### config.mk
export PLATFORM = sky130hd
export DESIGN_NAME = keypad_pin_verify_lockout_flat
export DESIGN_NICKNAME = d
export VERILOG_FILES = /design/src/hdl/kpv_pkg.sv /design/src/hdl/kpv_key_if.sv /design/src/hdl/kpv_result_if.sv /design/src/hdl/keypad_pin_verify_lockout.sv /design/src/flat_wrapper.sv
export SDC_FILE = /design/constraint.sdc
export NUM_CORES = 1
export LEC_CHECK = 0
export BUFFER_PORTS_ARGS = -buffer_cell sky130_fd_sc_hd__clkbuf_2
export CAP_MARGIN = 0
export CORE_UTILIZATION = 57
export CTS_BUF_LIST = sky130_fd_sc_hd__clkbuf_4
export DETAILED_ROUTE_END_ITERATION = 6
export PLACE_DENSITY = 0.79
export RECOVER_POWER = 25
export SYNTH_ARGS = -nofsm -noshare
export SYNTH_HDL_FRONTEND = slang
export SYNTH_SLANG_ARGS = --single-unit
### constraint.sdc
create_clock -name clk -period 3.28 [get_ports clk]
set_clock_uncertainty 0.2 [all_clocks]
set_input_delay 0.656 -clock clk [delete_from_list [all_inputs] [get_ports clk]]
set_output_delay 0.656 -clock clk [all_outputs]
set_load 0.05 [all_outputs]
### src/hdl/kpv_pkg.sv
// Package for the keypad PIN verifier with lockout.
// Holds field widths, key and result codes, register indexes and reset values.
// Used by the channel interfaces and by the top level.
package kpv_pkg;

	// Default depth of the entry buffer.
	localparam int MAX_DIGITS_DEF = 6;

	// Digits held in the stored PIN word.
	localparam int PIN_DIGITS = 6;

	// Field widths.
	localparam int KEY_W     = 4;
	localparam int STATUS_W  = 2;
	localparam int BEEP_W    = 2;
	localparam int DIGITS_W  = 3;
	localparam int FAIL_W    = 4;
	localparam int PIN_W     = 24;
	localparam int LEN_CFG_W = 3;
	localparam int DEB_W     = 8;
	localparam int LOCK_W    = 12;

	// Configuration port.
	localparam int CFG_IDX_W  = 3;
	localparam int CFG_DATA_W = 24;

	// Register indexes.
	localparam logic [CFG_IDX_W-1:0] REG_STORED_PIN     = 3'd0;
	localparam logic [CFG_IDX_W-1:0] REG_STORED_LEN     = 3'd1;
	localparam logic [CFG_IDX_W-1:0] REG_MIN_LEN        = 3'd2;
	localparam logic [CFG_IDX_W-1:0] REG_MAX_LEN        = 3'd3;
	localparam logic [CFG_IDX_W-1:0] REG_DEBOUNCE_TICKS = 3'd4;
	localparam logic [CFG_IDX_W-1:0] REG_LOCKOUT_TICKS  = 3'd5;
	localparam logic [CFG_IDX_W-1:0] REG_MAX_FAILURES   = 3'd6;

	// Register reset values.
	localparam logic [PIN_W-1:0]     RST_STORED_PIN     = 24'd0;
	localparam logic [LEN_CFG_W-1:0] RST_STORED_LEN     = 3'd4;
	localparam logic [LEN_CFG_W-1:0] RST_MIN_LEN        = 3'd4;
	localparam logic [LEN_CFG_W-1:0] RST_MAX_LEN        = 3'd6;
	localparam logic [DEB_W-1:0]     RST_DEBOUNCE_TICKS = 8'd2;
	localparam logic [LOCK_W-1:0]    RST_LOCKOUT_TICKS  = 12'd3000;
	localparam logic [FAIL_W-1:0]    RST_MAX_FAILURES   = 4'd3;

	// Key codes.
	localparam logic [KEY_W-1:0] KEY_DIGIT_MAX = 4'd9;
	localparam logic [KEY_W-1:0] KEY_ENTER     = 4'd10;
	localparam logic [KEY_W-1:0] KEY_CANCEL    = 4'd11;
	localparam logic [KEY_W-1:0] KEY_NONE      = 4'd15;

	// Status codes.
	localparam logic [STATUS_W-1:0] STATUS_ENTRY     = 2'd0;
	localparam logic [STATUS_W-1:0] STATUS_GRANTED   = 2'd1;
	localparam logic [STATUS_W-1:0] STATUS_CANCELLED = 2'd2;

	// Beep codes.
	localparam logic [BEEP_W-1:0] BEEP_NONE    = 2'd0;
	localparam logic [BEEP_W-1:0] BEEP_CONFIRM = 2'd1;
	localparam logic [BEEP_W-1:0] BEEP_ERROR   = 2'd2;

	// Failure counter ceiling.
	localparam logic [FAIL_W-1:0] FAIL_SAT = 4'd15;

endpackage

### src/hdl/kpv_key_if.sv
// Input channel of the keypad PIN verifier: one sampled key word per tick.
// Depends on kpv_pkg for the key width.
interface kpv_key_if;
	import kpv_pkg::*;

	logic             valid;
	logic             ready;
	logic [KEY_W-1:0] key_code;

	modport source (output valid, output key_code, input ready);
	modport sink   (input valid, input key_code, output ready);
endinterface

### src/hdl/kpv_result_if.sv
// Result channel of the keypad PIN verifier: one result word per tick.
// Depends on kpv_pkg for the field widths.
interface kpv_result_if;
	import kpv_pkg::*;

	logic                valid;
	logic                ready;
	logic [STATUS_W-1:0] status;
	logic [BEEP_W-1:0]   beep;
	logic [DIGITS_W-1:0] digits_entered;
	logic                locked;
	logic                display_refresh;
	logic [FAIL_W-1:0]   failure_count;

	modport source (output valid, output status, output beep, output digits_entered,
		output locked, output display_refresh, output failure_count, input ready);
	modport sink   (input valid, input status, input beep, input digits_entered,
		input locked, input display_refresh, input failure_count, output ready);
endinterface

### src/hdl/keypad_pin_verify_lockout.sv
// Keypad PIN verifier with lockout. Every key word is one tick of the keypad sampler and
// gives exactly one result word. A word passes through an input register, then one pass of
// logic updates the debounce, entry, failure and lockout state and loads the result register,
// so a new word is taken every clock cycle as long as results are taken. While a result waits
// at the output, the input register still takes one word and then holds it until the result
// is taken. Config registers take effect on the next word; the user must write them only
// while the block is idle, since the block itself does not enforce this.
// Depends on kpv_pkg, kpv_key_if and kpv_result_if.
module keypad_pin_verify_lockout #(
	parameter int MAX_DIGITS = kpv_pkg::MAX_DIGITS_DEF
) (
	input  logic                            clk,
	input  logic                            arst_n,
	kpv_key_if.sink                         keys,
	kpv_result_if.source                    result,
	input  logic                            cfg_we,
	input  logic [kpv_pkg::CFG_IDX_W-1:0]  cfg_idx,
	input  logic [kpv_pkg::CFG_DATA_W-1:0] cfg_data
);
	import kpv_pkg::*;

	localparam int LEN_W = $clog2(MAX_DIGITS + 1);
	localparam int IDX_W = $clog2(MAX_DIGITS);
	localparam int CMP_N = (MAX_DIGITS < PIN_DIGITS) ? MAX_DIGITS : PIN_DIGITS;

	// Configuration registers.
	logic [PIN_W-1:0]     stored_pin_q;
	logic [LEN_CFG_W-1:0] stored_len_q;
	logic [LEN_CFG_W-1:0] min_len_q;
	logic [LEN_CFG_W-1:0] max_len_q;
	logic [DEB_W-1:0]     debounce_ticks_q;
	logic [LOCK_W-1:0]    lockout_ticks_q;
	logic [FAIL_W-1:0]    max_failures_q;

	// Input stage.
	logic             valid_s1;
	logic [KEY_W-1:0] key_s1;

	// Verifier state.
	logic [KEY_W-1:0]  digit_buffer_q [MAX_DIGITS];
	logic [LEN_W-1:0]  entry_length_q;
	logic [FAIL_W-1:0] failures_q;
	logic [LOCK_W-1:0] lockout_q;
	logic [DEB_W-1:0]  stable_count_q;
	logic [KEY_W-1:0]  last_key_q;

	// Result register.
	logic                res_valid_q;
	logic [STATUS_W-1:0] status_q;
	logic [BEEP_W-1:0]   beep_q;
	logic [DIGITS_W-1:0] digits_q;
	logic                locked_q;
	logic                refresh_q;
	logic [FAIL_W-1:0]   fail_count_q;

	// Handshake: the result register frees when empty or taken; the input register
	// takes a word whenever it is empty or moving on.
	logic advance;
	logic step;
	assign advance    = !res_valid_q || result.ready;
	assign step       = valid_s1 && advance;
	assign keys.ready = !valid_s1 || advance;

	// Next-state logic for one tick.
	logic [STATUS_W-1:0] status_d;
	logic [BEEP_W-1:0]   beep_d;
	logic                refresh_d;
	logic [LEN_W-1:0]    length_d;
	logic [FAIL_W-1:0]   failures_d;
	logic [LOCK_W-1:0]   lockout_d;
	logic [DEB_W-1:0]    stable_d;
	logic [KEY_W-1:0]    last_key_d;
	logic                write_digit;
	logic [DEB_W-1:0]    need;
	logic [DEB_W-1:0]    stable_inc;
	logic [FAIL_W-1:0]   fail_inc;
	logic                pin_match;
	logic                len_ok;

	// The digits past the entry length are never read, so the buffer needs no clearing.
	always_comb begin
		pin_match = (entry_length_q == LEN_W'(stored_len_q))
			&& (entry_length_q <= LEN_W'(PIN_DIGITS));
		for (int i = 0; i < CMP_N; i++) begin
			if ((LEN_W'(i) < entry_length_q)
				&& (digit_buffer_q[i] != stored_pin_q[i*KEY_W +: KEY_W])) begin
				pin_match = 1'b0;
			end
		end
	end

	assign need       = (debounce_ticks_q == '0) ? DEB_W'(1) : debounce_ticks_q;
	assign stable_inc = stable_count_q + DEB_W'(1);
	assign fail_inc   = (failures_q < FAIL_SAT) ? failures_q + FAIL_W'(1) : FAIL_SAT;
	assign len_ok     = (entry_length_q >= LEN_W'(min_len_q))
		&& (entry_length_q <= LEN_W'(max_len_q));

	always_comb begin
		status_d    = STATUS_ENTRY;
		beep_d      = BEEP_NONE;
		refresh_d   = 1'b0;
		length_d    = entry_length_q;
		failures_d  = failures_q;
		lockout_d   = lockout_q;
		stable_d    = stable_count_q;
		last_key_d  = last_key_q;
		write_digit = 1'b0;
		if (lockout_q != '0) begin
			// Lockout tick: the key is ignored and the countdown runs.
			lockout_d = lockout_q - LOCK_W'(1);
			if (lockout_q == LOCK_W'(1)) begin
				failures_d = '0;
				refresh_d  = 1'b1;
			end
		end else if (key_s1 != last_key_q) begin
			stable_d   = '0;
			last_key_d = key_s1;
		end else if (stable_count_q < need) begin
			stable_d = stable_inc;
			if (stable_inc == need && key_s1 != KEY_NONE) begin
				if (key_s1 <= KEY_DIGIT_MAX) begin
					// Append a digit while the buffer has room.
					if (entry_length_q < LEN_W'(MAX_DIGITS)) begin
						write_digit = 1'b1;
						length_d    = entry_length_q + LEN_W'(1);
						beep_d      = BEEP_CONFIRM;
						refresh_d   = 1'b1;
					end
				end else if (key_s1 == KEY_ENTER) begin
					if (len_ok) begin
						refresh_d = 1'b1;
						length_d  = '0;
						if (pin_match) begin
							status_d   = STATUS_GRANTED;
							beep_d     = BEEP_CONFIRM;
							failures_d = '0;
							lockout_d  = '0;
						end else begin
							beep_d     = BEEP_ERROR;
							failures_d = fail_inc;
							if (fail_inc >= max_failures_q) begin
								if (lockout_ticks_q == '0) begin
									failures_d = '0;
								end else begin
									lockout_d = lockout_ticks_q;
								end
							end
						end
					end
				end else if (key_s1 == KEY_CANCEL) begin
					status_d   = STATUS_CANCELLED;
					beep_d     = BEEP_CONFIRM;
					refresh_d  = 1'b1;
					length_d   = '0;
					failures_d = '0;
					lockout_d  = '0;
				end
			end
		end
	end

	// Configuration writes.
	always_ff @(posedge clk or negedge arst_n) begin
		if (!arst_n) begin
			stored_pin_q     <= RST_STORED_PIN;
			stored_len_q     <= RST_STORED_LEN;
			min_len_q        <= RST_MIN_LEN;
			max_len_q        <= RST_MAX_LEN;
			debounce_ticks_q <= RST_DEBOUNCE_TICKS;
			lockout_ticks_q  <= RST_LOCKOUT_TICKS;
			max_failures_q   <= RST_MAX_FAILURES;
		end else if (cfg_we) begin
			case (cfg_idx)
				REG_STORED_PIN:     stored_pin_q     <= cfg_data[PIN_W-1:0];
				REG_STORED_LEN:     stored_len_q     <= cfg_data[LEN_CFG_W-1:0];
				REG_MIN_LEN:        min_len_q        <= cfg_data[LEN_CFG_W-1:0];
				REG_MAX_LEN:        max_len_q        <= cfg_data[LEN_CFG_W-1:0];
				REG_DEBOUNCE_TICKS: debounce_ticks_q <= cfg_data[DEB_W-1:0];
				REG_LOCKOUT_TICKS:  lockout_ticks_q  <= cfg_data[LOCK_W-1:0];
				REG_MAX_FAILURES:   max_failures_q   <= cfg_data[FAIL_W-1:0];
				default: ;
			endcase
		end
	end

	// Input register.
	always_ff @(posedge clk or negedge arst_n) begin
		if (!arst_n) begin
			valid_s1 <= 1'b0;
		end else if (keys.ready) begin
			valid_s1 <= keys.valid;
		end
	end

	always_ff @(posedge clk) begin
		if (keys.ready && keys.valid) begin
			key_s1 <= keys.key_code;
		end
	end

	// Verifier state update.
	always_ff @(posedge clk or negedge arst_n) begin
		if (!arst_n) begin
			entry_length_q <= '0;
			failures_q     <= '0;
			lockout_q      <= '0;
			stable_count_q <= '0;
			last_key_q     <= KEY_NONE;
		end else if (step) begin
			entry_length_q <= length_d;
			failures_q     <= failures_d;
			lockout_q      <= lockout_d;
			stable_count_q <= stable_d;
			last_key_q     <= last_key_d;
		end
	end

	// Entry buffer, written at the current entry length.
	always_ff @(posedge clk) begin
		if (step && write_digit) begin
			digit_buffer_q[entry_length_q[IDX_W-1:0]] <= key_s1;
		end
	end

	// Result register.
	always_ff @(posedge clk or negedge arst_n) begin
		if (!arst_n) begin
			res_valid_q <= 1'b0;
		end else if (advance) begin
			res_valid_q <= valid_s1;
		end
	end

	always_ff @(posedge clk) begin
		if (step) begin
			status_q     <= status_d;
			beep_q       <= beep_d;
			digits_q     <= length_d[DIGITS_W-1:0];
			locked_q     <= (lockout_d != '0);
			refresh_q    <= refresh_d;
			fail_count_q <= failures_d;
		end
	end

	assign result.valid           = res_valid_q;
	assign result.status          = status_q;
	assign result.beep            = beep_q;
	assign result.digits_entered  = digits_q;
	assign result.locked          = locked_q;
	assign result.display_refresh = refresh_q;
	assign result.failure_count   = fail_count_q;

`ifndef SYNTH
	// A word that leaves the input register shows up as a result in the next cycle.
	a_step_gives_result: assert property (@(posedge clk) disable iff (!arst_n)
		step |=> result.valid)
		else $error("word left the input register without a result");

	// The entry buffer stays empty while the lockout countdown runs.
	a_lockout_empty_entry: assert property (@(posedge clk) disable iff (!arst_n)
		(lockout_q != '0) |-> (entry_length_q == '0))
		else $error("digits held during lockout");

	// A grant restarts the session.
	a_grant_restarts: assert property (@(posedge clk) disable iff (!arst_n)
		(result.valid && result.status == STATUS_GRANTED) |->
		(result.digits_entered == '0 && result.failure_count == '0 && !result.locked))
		else $error("grant without session restart");
`endif

endmodule
### src/flat_wrapper.sv
// flat-port wrapper written by rule: the top's interface ports become plain ports
module keypad_pin_verify_lockout_flat import kpv_pkg::*;
#(
	parameter int MAX_DIGITS = kpv_pkg::MAX_DIGITS_DEF
)
  (clk, arst_n, cfg_we, cfg_idx, cfg_data, keys_valid, keys_key_code, keys_ready, result_valid, result_status, result_beep, result_digits_entered, result_locked, result_display_refresh, result_failure_count, result_ready);
  kpv_key_if keys_i ();
  kpv_result_if result_i ();
  input  logic clk;
  input  logic arst_n;
  input  logic cfg_we;
  input  logic [kpv_pkg::CFG_IDX_W-1:0] cfg_idx;
  input  logic [kpv_pkg::CFG_DATA_W-1:0] cfg_data;
  input wire logic [$bits(keys_i.valid)-1:0] keys_valid;
  input wire logic [$bits(keys_i.key_code)-1:0] keys_key_code;
  output wire logic [$bits(keys_i.ready)-1:0] keys_ready;
  output wire logic [$bits(result_i.valid)-1:0] result_valid;
  output wire logic [$bits(result_i.status)-1:0] result_status;
  output wire logic [$bits(result_i.beep)-1:0] result_beep;
  output wire logic [$bits(result_i.digits_entered)-1:0] result_digits_entered;
  output wire logic [$bits(result_i.locked)-1:0] result_locked;
  output wire logic [$bits(result_i.display_refresh)-1:0] result_display_refresh;
  output wire logic [$bits(result_i.failure_count)-1:0] result_failure_count;
  input wire logic [$bits(result_i.ready)-1:0] result_ready;
  assign keys_i.valid = keys_valid;
  assign keys_i.key_code = keys_key_code;
  assign keys_ready = keys_i.ready;
  assign result_valid = result_i.valid;
  assign result_status = result_i.status;
  assign result_beep = result_i.beep;
  assign result_digits_entered = result_i.digits_entered;
  assign result_locked = result_i.locked;
  assign result_display_refresh = result_i.display_refresh;
  assign result_failure_count = result_i.failure_count;
  assign result_i.ready = result_ready;
  keypad_pin_verify_lockout #(.MAX_DIGITS(MAX_DIGITS)) u_core (.clk(clk), .arst_n(arst_n), .keys(keys_i), .result(result_i), .cfg_we(cfg_we), .cfg_idx(cfg_idx), .cfg_data(cfg_data));
endmodule
After elaboration in Yosys (flattened, before gate mapping). Memory sizes are Yosys's and may differ from the RTL's. Index checks and enable logic that the tools add are counted.

Reductions and logical operators: 33. Mux-type cells: 69. Bitwise operators: 3. Add/sub/neg operators: 4. $lt $le $gt $ge: 14. Equal/unequal tests: 19.

Operators with widths (count): 12-bit 2-to-1 mux (11); 4-bit 2-to-1 mux (13); 4-bit != test (7); 3-bit 2-to-1 mux (9); 1-bit 2-to-1 mux (26); 8-bit 2-to-1 mux (3); 12-bit nonzero test (2); 2-bit 2-to-1 mux (7); 2-bit AND reduction (7); 12-bit by 1-bit equality test with 1-bit output (second input constant) (1); 1-bit logical AND (12); 12-bit zero test (1); 12-bit by 1-bit subtractor with 12-bit output (second input constant) (1); 3-bit equality test (second input constant) (3); 8-bit by 1-bit adder with 8-bit output (second input constant) (1); 4-bit equality test (second input constant) (2); 8-bit equality test (1); 8-bit zero test (1); 8-bit less-than comparator (1); 3-bit by 2-bit equality test with 1-bit output (second input constant) (2); 1-bit by 3-bit less-than comparator with 1-bit output (first input constant) (2); 2-bit by 3-bit less-than comparator with 1-bit output (first input constant) (2); 3-bit less-than comparator (first input constant) (2); 3-bit AND reduction (2); 19 further kinds (23).

Logic and storage cells: 164. Flip-flop bits (word level): 107. Memories kept: 1. Output and inout bits: 15. RAM bits: 24.

Memories: u_core.digit_buffer_q (words 6, width 4, rd ports 6, clocked after memory_dff 0, wr ports 1, line keypad_pin_verify_lockout.sv:40) `logic [KEY_W-1:0] digit_buffer_q [MAX_DIGITS];`.

Logic depth before layout (Yosys ltp). An unclocked memory read counts as a cell.

Depth in word-level cells: 18. Depth in mapped cells: 12. Mapped depth without buffers: 11.

Worst setup path after synthesis. Ideal clock, no wire load.

Kind: register -> register. Start point: register u_core.debounce_ticks_q[4]. End point: memory u_core.digit_buffer_q[1][0] (enable). Setup time: 0.329 ns. Arrival time: 2.927 ns. Clock period less this slack: 3.456 ns. Setup slack: -0.176 ns. Required time: 2.751 ns. Stages on the path, launching flop included: 11. Path buffers: 1. Cells stage by stage: dfrtp_1 nor4_1 a41o_1 ha_1 nor3_1 and4_1 nand4_1 or3_1 buf_2 or4_4 nor2_1.

Word-level cells in the longest chain between the ends: 11.

Ends and longest elaborated chain: start: declaration (line keypad_pin_verify_lockout.sv:31) `logic [DEB_W-1:0] debounce_ticks_q;`; start signal: assignment (line keypad_pin_verify_lockout.sv:178) `REG_DEBOUNCE_TICKS: debounce_ticks_q <= cfg_data[DEB_W-1:0];`; 8-bit zero test (line keypad_pin_verify_lockout.sv:92) `assign need = (debounce_ticks_q == '0) ? DEB_W'(1) : debounce_ticks_q;`; 8-bit 2-to-1 mux * (line keypad_pin_verify_lockout.sv:92); branches (longest 3 deep; another with 8-bit less-than comparator); 1-bit 2-to-1 mux * (line keypad_pin_verify_lockout.sv:118) `end else if (stable_count_q < need) begin`; 1-bit 2-to-1 mux * (line keypad_pin_verify_lockout.sv:115) `end else if (key_s1 != last_key_q) begin`; 1-bit 2-to-1 mux * (line keypad_pin_verify_lockout.sv:108) `if (lockout_q != '0) begin`; 1-bit logical AND * (line keypad_pin_verify_lockout.sv:220) `if (step && write_digit) begin`; 1-bit 2-to-1 mux * (line keypad_pin_verify_lockout.sv:220); 1-bit 2-to-1 mux (implied by the code) * (line keypad_pin_verify_lockout.sv:221) `digit_buffer_q[entry_length_q[IDX_W-1:0]] <= key_s1;`; end: declaration (line keypad_pin_verify_lockout.sv:40).

Every way passes the cells marked *.

Worst setup path in the final report.
Start point: register u_core.debounce_ticks_q[4]. End point: register u_core.failures_q[3].

Word-level cells in the longest chain between the ends: 8.

Ends and longest elaborated chain: 8-bit zero test (line keypad_pin_verify_lockout.sv:92); 8-bit 2-to-1 mux * (line keypad_pin_verify_lockout.sv:92); branches (longest 3 deep; another with 8-bit less-than comparator); 4-bit 2-to-1 mux * (line keypad_pin_verify_lockout.sv:118); 4-bit 2-to-1 mux * (line keypad_pin_verify_lockout.sv:115); 4-bit 2-to-1 mux * (line keypad_pin_verify_lockout.sv:108); named net u_core.failures_d[3] (line keypad_pin_verify_lockout.sv:69) `logic [FAIL_W-1:0] failures_d;`; end signal: assignment (line keypad_pin_verify_lockout.sv:211) `failures_q <= failures_d;`; end: declaration (line keypad_pin_verify_lockout.sv:42) `logic [FAIL_W-1:0] failures_q;`.

Mark *: on every way through the listed nets, which the timed path passes. A chain may end at the register's enable or synchronous reset.

==> out/summary.txt <==
status = finished with violations
failing checks = capacitance limit, slew limit, setup timing
routing usage on met3 = 0.0632
Filler Cell Count = 894
Clock transition at path regs = 0.12 ns
clock latency on the worst-skew pair = 0.56 ns
Final Slew Violations = 41
multiplexer area fraction after synthesis = 0.0910
final setup fails = 35
final std cells w/o fill = 884
die area = 0.0126 mm2
VDD IR max = 503 uV
GR peak layer = met2
Area growth, synth to finish = 14.7%
Top FF cell, synth = dfrtp_1
Vias per Instance = 6.10
Worst Max-Slew Pin Slew = 2.38 ns
M2 GR Usage = 0.466
commonest non-fill, non-tap cells in the layout = dfrtp_1 (72), mux2_2 (53), nand2_1 (49)
Post-Syn Area = 0.00694 mm2
global routing usage on met1 = 0.350
total grt overflow = 0
RSZ-0062 raised after global routing = yes
period utilisation layout = 1.06
Synth Area in XOR/XNOR = 0.0524
Async SR Flop Fraction = 0.687
Horiz. Die Dim = 112 um
initial antenna violation count = 0
pre-CTS setup slack = -0.261 ns
design area = 0.00797 mm2
largest net degree at the start of global routing = 51
Routed WL = 16.2 mm
IO Port Bufs = 50
GRT Total Usage = 0.279
Post-Synth Adder-Cell Area = 0.0450
setup TNS = -4.21 ns
Leak = 3.32 nW
WL per Instance = 18.3 um
Final ANT Viol Nets = 0
synth warn = 0
Synth Area in Simple Gates = 0.153
syn_nets = 691
total core area = 0.0117 mm2
height of the die = 112 um
Yosys cell types = 71
syn avg cell area = 11.0 um2
vias in the first global route = 5570
sequential-to-total area share from yosys stat = 0.505
CP Capture Type = flip-flop
Slew headroom = -0.589
Post-DP Area = 0.00771 mm2
Detailed Place HPWL = 12.0 mm
Worst Path Required = 3.52 ns
layout cells sized above 1 = 0.293
crit path DAT = 3.70 ns
Synth Area in Compound Gates = 0.124
drt pass-1 iters = 5
Inst Count DP = 851
min cycle time layout = 3.47 ns
max_cap viols = 1
final worst slack = -0.189 ns
Yosys reg bits = 131
Post-Syn Instances = 630
GP Congestion = 0.932
Worst setup SP type = flip-flop
worst min path class = primary input to flip-flop
row cnt = 39
ant diodes = 0
Initial Util = 0.595
Longest Clk Path Bufs = 2
first-pass GRT wire length = 26.9 mm
Via Count = 5393
I/O pin total = 51
Final Power = 4.56 mW
crit-path max FO = 3
Worst Path Class, Setup = flip-flop to flip-flop
most common cell after layout, fill and taps aside = dfrtp_1
CTS Sinks = 131
combinational family with the most area after synthesis = simple AND/OR/NAND/NOR gates
power per cell area = 572 mW/mm2
# nets final = 789
clk root buf = clkbuf_4
H-tree levels = 4
CTS buffer count = 17
CTS tree = done
Final Hold Fails = 0
EDFF count, synth = 41
Achievable Freq = 0.288 GHz
Initial DRC Count = 364
Post-route DRC = 0
stage by stage:
| step | utilization | hold slack (ns) |
|---|---|---|
| after global placement | 0.661 | 0.280 |
| after CTS | 0.684 | 0.0454 |
| after floorplan | - | 0.160 |
| after detailed placement | 0.661 | 0.287 |
| after global routing | 0.683 | 0.0380 |
| final | 0.683 | 0.0788 |
registers in the layout, indices dropped and copies added, names as in the netlist, 8 cells and up:
signal / flops
u_core.debounce_ticks_q: 8
u_core.digit_buffer_q: 24
u_core.stable_count_q: 8
u_core.lockout_q: 12
u_core.stored_pin_q: 24
u_core.lockout_ticks_q: 12
power breakdown:
part | internal [mW] | switching [mW]
logic | 0.617 | 0.757
registers | 2.00 | 0.240
clock network | 0.313 | 0.630
total | 2.93 | 1.63
critical path: stages (launching register included):
cell and delay, ns:
dfrtp_1 0.41, nor4_2 0.33, a41o_1 0.20, ha_1 0.23, nor3_2 0.16, and4_1 0.21, nand4_1 0.19, or4_4 0.58
buf_4 0.16, o21a_4 0.21, a32o_1 0.22, mux2_4 0.25
path summary, 6_finish.rpt:
kind                                             from                    to  slack [ns]  depth (start not counted)
setup reg to reg           u_core.debounce_ticks_q[4]  u_core.failures_q[3]       -0.19                         11
setup / recovery           u_core.debounce_ticks_q[4]  u_core.failures_q[3]       -0.19                         11
min in group asynchronous                      arst_n   u_core.lockout_q[0]        1.16                          2
hold reg to reg                       u_core.valid_s1   u_core.result.valid        0.31                          1
max in group asynchronous                      arst_n  u_core.failures_q[0]        0.36                          2
hold / removal                       keys_key_code[1]      u_core.key_s1[1]        0.08                          1
cell families after synthesis:
kind of cell               after synthesis
AOI/OAI and AO/OA                      135
xor gates and xnor gates                40
adders and majority gates               25
buffers and inverters                   51
DFF                                    131
muxes                                   56
and+or+nand+nor                        192
cell usage after synthesis, types with 4 or more instances:
| cell | n | area (um2) |
|---|---|---|
| nor2b_1 | 4 | 25.0 |
| clkbuf_1 | 15 | 56.3 |
| nand2b_1 | 9 | 56.3 |
| nand4b_1 | 5 | 43.8 |
| ha_1 | 25 | 313 |
| a21oi_1 | 29 | 145 |
| and2_1 | 7 | 43.8 |
| o211ai_1 | 4 | 30.0 |
| o21a_1 | 5 | 37.5 |
| nor4_1 | 14 | 87.6 |
| edfxtp_1 | 41 | 1230 |
| nand2_1 | 49 | 184 |
| nand4_1 | 4 | 25.0 |
| o21ai_1 | 14 | 70.1 |
| inv_1 | 31 | 116 |
| xnor2_1 | 8 | 70.1 |
| a211oi_1 | 4 | 30.0 |
| nand3_1 | 13 | 65.1 |
| xor2_1 | 31 | 272 |
| a21o_1 | 4 | 30.0 |
| nor3_1 | 17 | 85.1 |
| a31oi_1 | 9 | 56.3 |
| o21ai_0 | 35 | 175 |
| dfrtp_1 | 72 | 1800 |
| mux2_2 | 53 | 597 |
| dfstp_2 | 18 | 473 |
| or4_1 | 4 | 30.0 |
| and3_1 | 4 | 25.0 |
| and4_1 | 5 | 43.8 |
| or3_1 | 8 | 50.1 |
| nor2_1 | 30 | 113 |
layout make-up:
type	instances	area, um2	area share
well taps	143	179	0.0225
inverters	31	116	0.0146
clock inverters	14	105	0.0132
flip-flops and latches	131	3510	0.440
multi-input cells	448	3300	0.415
clock buffers	18	135	0.0170
repair buffers	99	621	0.0779
routing by layer:
layer	up-vias	routed length, um
met3	46	986
met1	2613	6810
met5	-	0
li1	2526	-
met2	208	7940
met4	0	461
what timing repair did:
| action | in CTS | in global routing |
|---|---|---|
| setup buffers | 0 | 0 |
| resized for setup | 4 | 3 |
| pin swaps | 2 | 0 |
| setup endpoints to repair | 35 | 38 |
| hold endpoints to repair | 34 | 0 |
| hold buffers | 1 | 0 |
(Power assumes the default switching activity.)
